File: src/hw/rtl/mrsl_pkg.sv
// Shared types, codes and constants of the motor ramp with soft limits.
// Used by mrsl_step, the top level and the checker; depends on nothing.
package mrsl_pkg;

    localparam int SPEED_W     = 17;
    localparam int TIME_W      = 32;
    localparam int ENC_W       = 32;
    localparam int POWER_W     = 8;
    localparam int CFG_DATA_W  = 24;
    localparam int CFG_IDX_W   = 3;

    localparam int MILLI        = 1000;
    localparam int LIMIT_MARGIN = 10;
    localparam int POWER_CAP    = 100;

    // Reciprocal of 1000 in units of 2^-26; floor is exact for x below 493447
    localparam int          RECIP_SHIFT = 26;
    localparam logic [16:0] RECIP_1000  = 17'd67109;

    typedef enum logic [1:0] {
        FUNC_FWD  = 2'd0,
        FUNC_BCK  = 2'd1,
        FUNC_STOP = 2'd2,
        FUNC_TICK = 2'd3
    } func_t;

    typedef enum logic [1:0] {
        ACT_NONE      = 2'd0,
        ACT_SET_POWER = 2'd1,
        ACT_COAST     = 2'd2,
        ACT_BRAKE     = 2'd3
    } action_t;

    // Motor mode, one-hot internally
    typedef enum logic [2:0] {
        MODE_STOP = 3'b001,
        MODE_FWD  = 3'b010,
        MODE_BCK  = 3'b100
    } mode_t;

    // Mode codes as shown on the result channel
    localparam logic [1:0] MODE_CODE_STOP = 2'd0;
    localparam logic [1:0] MODE_CODE_FWD  = 2'd1;
    localparam logic [1:0] MODE_CODE_BCK  = 2'd2;

    typedef enum logic [CFG_IDX_W-1:0] {
        CFG_DIR_SIGN      = 3'd0,
        CFG_UPPER_LIMIT   = 3'd1,
        CFG_HOME_OFFSET   = 3'd2,
        CFG_RAMP_DELAY_MS = 3'd3,
        CFG_ACCEL_RATE    = 3'd4,
        CFG_MIN_SPEED     = 3'd5,
        CFG_MAX_SPEED     = 3'd6
    } cfg_idx_t;

    typedef struct packed {
        logic signed [1:0]  dir_sign;
        logic [23:0]        upper_limit;
        logic signed [23:0] home_offset;
        logic [15:0]        ramp_delay_ms;
        logic [13:0]        accel_rate;
        logic [6:0]         min_speed;
        logic [6:0]         max_speed;
    } cfg_t;

    localparam cfg_t CFG_RESET = '{
        dir_sign:      2'sd1,
        upper_limit:   24'd1000,
        home_offset:   24'sd0,
        ramp_delay_ms: 16'd1000,
        accel_rate:    14'd10,
        min_speed:     7'd10,
        max_speed:     7'd100
    };

    typedef struct packed {
        func_t                    func;
        logic [TIME_W-1:0]        now_ms;
        logic signed [ENC_W-1:0]  encoder_count;
        logic                     soft_lim_en;
        logic                     brake_stop;
    } item_t;

    typedef struct packed {
        mode_t               mode;
        logic [TIME_W-1:0]   start_time;
        logic [SPEED_W-1:0]  ramp_speed;
    } state_t;

    localparam state_t STATE_RESET = '{
        mode:       MODE_STOP,
        start_time: '0,
        ramp_speed: '0
    };

    // Action plus what the power stage needs: |dir| is two, power negated
    typedef struct packed {
        action_t action;
        logic    pwr_dbl;
        logic    pwr_neg;
    } result_t;

    function automatic logic [1:0] mode_code(input mode_t mode);
        logic [1:0] code;
        unique case (mode)
            MODE_FWD: code = MODE_CODE_FWD;
            MODE_BCK: code = MODE_CODE_BCK;
            default:  code = MODE_CODE_STOP;
        endcase
        return code;
    endfunction

    // floor(x / 1000) clamped to 100, by multiplying with the reciprocal
    function automatic logic [6:0] power_mag(input logic [SPEED_W:0] x);
        logic [34:0] prod;
        logic [6:0]  quo;
        prod = 35'(x) * 35'(RECIP_1000);
        if (x >= (SPEED_W+1)'(POWER_CAP * MILLI)) begin
            quo = 7'(POWER_CAP);
        end else begin
            quo = prod[RECIP_SHIFT +: 7];
        end
        return quo;
    endfunction

endpackage

File: src/hw/rtl/mrsl_step.sv
// Next state and action of the ramp for one command beat.
// Combinational; depends on mrsl_pkg.
module mrsl_step
    import mrsl_pkg::*;
(
    input  cfg_t    cfg,
    input  item_t   item,
    input  state_t  cur_state,
    output state_t  state_next,
    output result_t result
);

    logic                     is_run_cmd;
    mode_t                    want_mode;
    logic                     new_run;
    logic                     do_tick;
    mode_t                    eff_mode;

    logic [SPEED_W-1:0]       base_speed;
    logic [SPEED_W-1:0]       cap_speed;
    logic [SPEED_W-1:0]       start_speed;
    logic [TIME_W-1:0]        elapsed;
    logic                     ramping;
    logic [TIME_W-1:0]        ramp_diff;
    logic [45:0]              ramp_prod;
    logic [46:0]              ramp_sum;
    logic [46:0]              tick_raw;
    logic [SPEED_W-1:0]       tick_speed;
    logic [SPEED_W-1:0]       run_speed;

    logic signed [ENC_W+1:0]  dir_enc;
    logic signed [ENC_W+2:0]  pos;
    logic signed [ENC_W+2:0]  lim_hi;
    logic                     limit_hit;

    logic                     dir_dbl;
    logic                     dir_zero;
    logic                     zero_power;

    assign is_run_cmd = (item.func == FUNC_FWD) || (item.func == FUNC_BCK);
    assign want_mode  = (item.func == FUNC_FWD) ? MODE_FWD : MODE_BCK;
    assign new_run    = is_run_cmd && (cur_state.mode != want_mode);
    assign do_tick    = (is_run_cmd && (cur_state.mode == want_mode))
                     || ((item.func == FUNC_TICK) && (cur_state.mode != MODE_STOP));
    assign eff_mode   = new_run ? want_mode : cur_state.mode;

    // Speed in thousandths of a percent
    assign base_speed  = SPEED_W'(cfg.min_speed) * SPEED_W'(MILLI);
    assign cap_speed   = SPEED_W'(cfg.max_speed) * SPEED_W'(MILLI);
    assign start_speed = (base_speed < cap_speed) ? base_speed : cap_speed;

    assign elapsed    = item.now_ms - cur_state.start_time;
    assign ramping    = elapsed > TIME_W'(cfg.ramp_delay_ms);
    assign ramp_diff  = elapsed - TIME_W'(cfg.ramp_delay_ms);
    assign ramp_prod  = 46'(ramp_diff) * 46'(cfg.accel_rate);
    assign ramp_sum   = 47'(ramp_prod) + 47'(base_speed);
    assign tick_raw   = ramping ? ramp_sum : 47'(base_speed);
    assign tick_speed = (tick_raw < 47'(cap_speed)) ? tick_raw[SPEED_W-1:0] : cap_speed;
    assign run_speed  = new_run ? start_speed : tick_speed;

    // Position = home offset + direction * count
    always_comb begin
        unique case (cfg.dir_sign)
            2'sb01:  dir_enc = (ENC_W+2)'(item.encoder_count);
            2'sb11:  dir_enc = -(ENC_W+2)'(item.encoder_count);
            2'sb10:  dir_enc = -((ENC_W+2)'(item.encoder_count) <<< 1);
            default: dir_enc = '0;
        endcase
    end

    assign pos    = (ENC_W+3)'(dir_enc) + (ENC_W+3)'(cfg.home_offset);
    assign lim_hi = $signed((ENC_W+3)'({1'b0, cfg.upper_limit}))
                  - $signed((ENC_W+3)'(LIMIT_MARGIN));

    assign limit_hit = item.soft_lim_en
        && (((eff_mode == MODE_FWD) && (pos > lim_hi))
         || ((eff_mode == MODE_BCK) && (pos < $signed((ENC_W+3)'(LIMIT_MARGIN)))));

    // Power is zero when |dir| * speed stays below one percent
    assign dir_dbl    = (cfg.dir_sign == 2'sb10);
    assign dir_zero   = (cfg.dir_sign == 2'sb00);
    assign zero_power = dir_zero
        || (dir_dbl ? (run_speed < SPEED_W'(MILLI / 2)) : (run_speed < SPEED_W'(MILLI)));

    always_comb begin
        state_next     = cur_state;
        result.action  = ACT_NONE;
        result.pwr_dbl = 1'b0;
        result.pwr_neg = 1'b0;
        priority if (new_run || do_tick) begin
            state_next.mode = eff_mode;
            if (new_run) begin
                state_next.start_time = item.now_ms;
            end
            if (limit_hit) begin
                state_next.mode       = MODE_STOP;
                state_next.ramp_speed = '0;
                result.action         = ACT_BRAKE;
            end else begin
                state_next.ramp_speed = run_speed;
                result.action         = zero_power ? ACT_COAST : ACT_SET_POWER;
                result.pwr_dbl        = dir_dbl;
                result.pwr_neg        = cfg.dir_sign[1] ^ (eff_mode == MODE_BCK);
            end
        end else if ((item.func == FUNC_STOP) && (cur_state.mode != MODE_STOP)) begin
            state_next.mode       = MODE_STOP;
            state_next.ramp_speed = '0;
            result.action         = item.brake_stop ? ACT_BRAKE : ACT_COAST;
        end else begin
            result.action = ACT_NONE;
        end
    end

endmodule

File: src/hw/rtl/motor_ramp_with_soft_limits_unit.sv
// Motor linear acceleration ramp with soft position limits, top level.
// Depends on mrsl_pkg and mrsl_step.
//
// Usage:
//   Command beats (forward, backward, stop, update tick with time, encoder
//   count and flags) enter on the s_ channel; one result beat per command
//   leaves on the m_ channel (power, action, mode after the command, ramp
//   speed in thousandths of a percent).
//   Path: an accepted command is held in the command register, then its
//   result in the result register, which drives the m_ channel.
//   Throughput: one command per cycle unless the result channel stalls.
//   The command register feeds one pass of logic (a 32x14 multiplier, a
//   limit compare and a cap compare) into the result register; ramp state
//   is written at the same edge, so the next command sees it at once.
//   Stall: while m_ready is low the result beat holds; one more command may
//   wait in the command register, then s_ready drops.
//   Reset (aresetn low at a clock edge): both channels empty, motor stopped,
//   start time and ramp speed zero, configuration registers back to their defaults.
//   Configuration writes (cfg_we, cfg_idx, cfg_wdata) take effect at the edge
//   and belong to idle periods only; indexes beyond the list are dropped.
module motor_ramp_with_soft_limits_unit
    import mrsl_pkg::*;
(
    input  logic                       aclk,
    input  logic                       aresetn,

    input  logic                       cfg_we,
    input  logic [CFG_IDX_W-1:0]       cfg_idx,
    input  logic [CFG_DATA_W-1:0]      cfg_wdata,

    input  logic                       s_valid,
    output logic                       s_ready,
    input  logic [1:0]                 s_func,
    input  logic [TIME_W-1:0]          s_now_ms,
    input  logic signed [ENC_W-1:0]    s_encoder_count,
    input  logic                       s_soft_lim_en,
    input  logic                       s_brake_stop,

    output logic                       m_valid,
    input  logic                       m_ready,
    output logic signed [POWER_W-1:0]  m_drive_power,
    output logic [1:0]                 m_drive_action,
    output logic [1:0]                 m_mode_out,
    output logic [SPEED_W-1:0]         m_speed_milli
);

    cfg_t    cfg_reg;
    logic    in_vld_reg,  in_vld_next;
    item_t   item_reg;
    state_t  state_reg,   state_next;
    logic    out_vld_reg, out_vld_next;
    result_t res_reg,     res_next;

    logic             s_fire;
    logic             advance;
    logic [SPEED_W:0] pwr_scaled;
    logic [6:0]       pwr_mag;

    // Configuration registers
    always_ff @(posedge aclk) begin
        if (!aresetn) begin
            cfg_reg <= CFG_RESET;
        end else if (cfg_we) begin
            case (cfg_idx_t'(cfg_idx))
                CFG_DIR_SIGN:      cfg_reg.dir_sign      <= cfg_wdata[1:0];
                CFG_UPPER_LIMIT:   cfg_reg.upper_limit   <= cfg_wdata[23:0];
                CFG_HOME_OFFSET:   cfg_reg.home_offset   <= cfg_wdata[23:0];
                CFG_RAMP_DELAY_MS: cfg_reg.ramp_delay_ms <= cfg_wdata[15:0];
                CFG_ACCEL_RATE:    cfg_reg.accel_rate    <= cfg_wdata[13:0];
                CFG_MIN_SPEED:     cfg_reg.min_speed     <= cfg_wdata[6:0];
                CFG_MAX_SPEED:     cfg_reg.max_speed     <= cfg_wdata[6:0];
                default:           cfg_reg               <= cfg_reg;
            endcase
        end
    end

    // Advance the command into the result register when that one is free
    assign advance = in_vld_reg && (!out_vld_reg || m_ready);
    assign s_ready = !in_vld_reg || advance;
    assign s_fire  = s_valid && s_ready;

    always_comb begin
        in_vld_next = in_vld_reg;
        if (s_fire) begin
            in_vld_next = 1'b1;
        end else if (advance) begin
            in_vld_next = 1'b0;
        end
    end

    always_comb begin
        out_vld_next = out_vld_reg;
        if (advance) begin
            out_vld_next = 1'b1;
        end else if (m_ready) begin
            out_vld_next = 1'b0;
        end
    end

    mrsl_step u_step (
        .cfg        (cfg_reg),
        .item       (item_reg),
        .cur_state  (state_reg),
        .state_next (state_next),
        .result     (res_next)
    );

    always_ff @(posedge aclk) begin
        if (!aresetn) begin
            in_vld_reg  <= 1'b0;
            out_vld_reg <= 1'b0;
            state_reg   <= STATE_RESET;
        end else begin
            in_vld_reg  <= in_vld_next;
            out_vld_reg <= out_vld_next;
            if (advance) begin
                state_reg <= state_next;
            end
        end
    end

    // Command and result payload: hold unless a beat moves
    always_ff @(posedge aclk) begin
        if (s_fire) begin
            item_reg.func          <= func_t'(s_func);
            item_reg.now_ms        <= s_now_ms;
            item_reg.encoder_count <= s_encoder_count;
            item_reg.soft_lim_en   <= s_soft_lim_en;
            item_reg.brake_stop    <= s_brake_stop;
        end
        if (advance) begin
            res_reg <= res_next;
        end
    end

    // Mode and speed of the result are the ramp state written with it
    assign pwr_scaled = res_reg.pwr_dbl ? {state_reg.ramp_speed, 1'b0}
                                        : {1'b0, state_reg.ramp_speed};
    assign pwr_mag    = power_mag(pwr_scaled);

    always_comb begin
        m_drive_power = '0;
        if (res_reg.action == ACT_SET_POWER) begin
            m_drive_power = res_reg.pwr_neg ? -$signed(POWER_W'(pwr_mag))
                                            :  $signed(POWER_W'(pwr_mag));
        end
    end

    assign m_valid        = out_vld_reg;
    assign m_drive_action = res_reg.action;
    assign m_mode_out     = mode_code(state_reg.mode);
    assign m_speed_milli  = state_reg.ramp_speed;

endmodule

File: config.mk
export PLATFORM = sky130hd
export DESIGN_NAME = motor_ramp_with_soft_limits_unit
export DESIGN_NICKNAME = d
export VERILOG_FILES = /design/src/hw/rtl/mrsl_pkg.sv /design/src/hw/rtl/mrsl_step.sv /design/src/hw/rtl/motor_ramp_with_soft_limits_unit.sv
export SDC_FILE = /design/constraint.sdc
export NUM_CORES = 2
export LEC_CHECK = 0
export BUFFER_PORTS_ARGS = -buffer_cell sky130_fd_sc_hd__buf_2
export CORE_MARGIN = 1
export CORE_UTILIZATION = 40
export DETAILED_ROUTE_END_ITERATION = 12
export PLACE_DENSITY = 0.6
export SLEW_MARGIN = 20
export SYNTH_ARGS = -nofsm -noshare
export SYNTH_HDL_FRONTEND = slang
export SYNTH_HIERARCHICAL = 1
export SYNTH_SLANG_ARGS = --single-unit
File: constraint.sdc
create_clock -name aclk -period 12.9 [get_ports aclk]
set_input_delay 0.645 -clock aclk [delete_from_list [all_inputs] [get_ports aclk]]
set_output_delay 0.645 -clock aclk [all_outputs]
set_load 0.03 [all_outputs]
==> results.md <==
* Die Area at 98700 um^2
* Post-synth EDFFs at 72
* Largest stage delay on the critical path at 550 ps
* CTS max path bufs at 3
* Starting Density at 0.404
* Min cycle time layout at 12330 ps
* H-tree depth at 1
* FF+latch count, synth at 220
* Die Wd at 314 um
* Tot Pwr at 8240 uW
* Synthesis-to-layout area growth at 9.32%
* Max reg flops at 94
* Count of different cell masters after synthesis at 103
* Reg2reg end: m_drive_action[0]
* Worst-Skew Late Latency at 570 ps
* Nets at 5814
* Final hold vios at 0
* DRT Pass-1 Iters at 7
* Total grt overflow at 0
* TNS Setup at 0 ps
* Worst EP arrival at 12640 ps
* FF-to-FF Start: cfg_reg[7]
* Port bufs at 130
* Most frequent CP cell: fa_1
* Via Count at 31880
* Worst vdd ir at 0.000348 V
* Synth Flop Type: dfxtp_1
* Finished Cell Area at 42600 um^2
* Layout Utilization at 0.441
* Worst setup EP type: flop
* DR WL/cell at 17.2 um
* Top post-synthesis cells by area: fa_1 (24%), ha_1 (16%), dfxtp_1 (7.6%)
* Core Area at 96600 um^2
* FF-to-FF path depth at 50
* Initial drt markers at 1798
* Critical-path maximum fanout at 11
* Clk pin slew, worst setup/hold paths at 60 ps
* Post-route ant nets at 0
* Syn Inst Count at 4671
* Avg Inst Size Synth at 8.35 um^2
* Total CTS buffers at 26
* Pwr dens at 193 nW/um^2
* Gr usage total at 0.210
* Maximum clock frequency at 81.1 MHz
* Cell with the most instances after synthesis: nand2_1
* Finished Layout Cells at 6059
* Setup violators final at 0
* Row Count at 114
* Sequential fraction of the synthesis area at 0.131
* HPWL Detailed at 84400 um
* Final period utilization at 0.956
* Critical path's slowest cell: fa_1
* Worst slew pin tran at 1230 ps
* Leak at 0.0202 uW
* Max Slew Vio Count at 0
* Hold path depth at 1
* Worst hold path class: in -> reg
* Placed inst area at 41400 um^2
* Dpl cells at 6004
* Vias in the first global route at 31736
* WL final at 104000 um
* CP required at 13220 ps
* Reg-to-reg slack, setup at 570 ps
* Yosys top cell by area: fa_1
* IO Count at 131
* Setup crit start kind: flop
* CTS Hold Bufs at 0
* Share of layout cells above drive strength 1 at 0.0891
* Global-route wire length before repair at 168000 um
* CTS tree: done
* Largest net degree at the start of global routing at 81
* Rel. slew slack at 0.171
* Residual DRC at 0
* Async S/R FF share, synth at 0
* Filler cells at 9720
* Syn_nets at 5723
* Die H at 314 um
* Vias per cell at 5.26
* Endpoint, Worst Hold: item_reg[19]
* Area share of the largest cell type after synthesis at 0.235
* Setup CP Type: reg -> reg
* Sink Count at 220
* Max cap viols at 0
* Clk root buf: clkbuf_16
* Final GP Congestion at 0.922
* Post-Synthesis Cell Area at 39000 um^2
* Yosys warns at 6
* Number of antenna violations at the first check in global routing at 4
* Top cells by count, synth: nand2_1 (726), inv_1 (688), ha_1 (494)
* Status: finished clean
* Hold Crit Start: s_encoder_count[17]
* Worst Skew at 22.6 ps
power by group:
group	leakage, uW	total, uW	internal, uW	switching [uW]
Combinational	0.0179	6700	2710	3990
Clock	0.000433	764	450	314
Sequential	0.00190	776	746	30.4
layout make-up:
cell class	instances	area, um^2	share of cell area
clock buffers	33	707	0.0166
well taps	1276	1600	0.0375
repair buffers	261	1670	0.0391
clock inverters	14	170	0.00399
multi-input cells	3563	30800	0.722
inverters	690	2590	0.0608
diodes	2	5.00	0.000117
flip-flops and latches	220	5120	0.120
cell usage in the layout (no fill, tap or decap), types with 129 or more instances in the layout:
master / synthesis / routed
nand2_1: 726 / 726
and2_1: 210 / 209
nor2_1: 167 / 165
buf_2: 6 / 129
fa_1: 458 / 458
o21ai_0: 152 / 140
a21boi_0: 132 / 130
inv_1: 688 / 685
a21oi_1: 186 / 170
ha_1: 494 / 487
dfxtp_1: 148 / 148
buf_4: 22 / 129
how the worst max path moves through the flow:
| stage | from | to | slack [ps] | cells after the start |
|---|---|---|---|---|
| 4_1_cts | item_reg[34] | m_drive_action[0] | 40 | 51 |
| 2_1_floorplan | item_reg[34] | m_drive_action[0] | 960 | 53 |
| 5_1_grt | item_reg[34] | m_drive_action[0] | -60 | 52 |
| 3_3_place_gp | item_reg[34] | m_drive_action[0] | 220 | 51 |
| 3_5_place_dp | item_reg[34] | m_drive_action[0] | 60 | 51 |
| 6_report | cfg_reg[7] | m_drive_action[0] | 570 | 50 |
worst max-delay path: cells and delay by family (launching register included):
| family | cells | cell delay (ps) |
|---|---|---|
| adder cells (fa/ha/maj) | 13 | 5790 |
| AND/OR/NAND/NOR | 11 | 2120 |
| flip-flops | 1 | 320 |
| buffers and inverters | 10 | 970 |
| XOR/XNOR | 2 | 390 |
| AO/OA/AOI/OAI | 14 | 2440 |
kinds of logic after synthesis:
| logic type | share of synthesized area |
|---|---|
| and+or+nand+nor | 0.197 |
| DFF | 0.131 |
| xor gates and xnor gates | 0.0436 |
| buffers and inverters | 0.0880 |
| muxes | 0.00918 |
| adders and majority gates | 0.394 |
| AOI/OAI and AO/OA | 0.137 |
timing repair:
| action | 4_1_cts | 5_1_grt |
|---|---|---|
| buffers inserted | 0 | 6 |
| endpoints found under the hold margin | 0 | 0 |
| resized for setup | 0 | 75 |
| endpoints found under the setup margin | 0 | 19 |
layer usage:
metal | vias to the layer above | wire length [um] | track usage | share of wire
met5 | - | 47 | 0 | 0.00045
met2 | 697 | 47800 | 0.345 | 0.46
met4 | 6 | 2320 | 0.0486 | 0.022
li1 | 15543 | - | - | -
met3 | 126 | 4620 | 0.0221 | 0.044
met1 | 15508 | 49400 | 0.295 | 0.47
stage by stage:
step	worst slack (ps)	hold slack (ps)
floorplan	958	441
global placement	225	451
detailed placement	55.6	458
CTS	36.7	214
global route	-55.3	218
finish	571	243
Note: power is estimated with default switching activity, not from simulation.
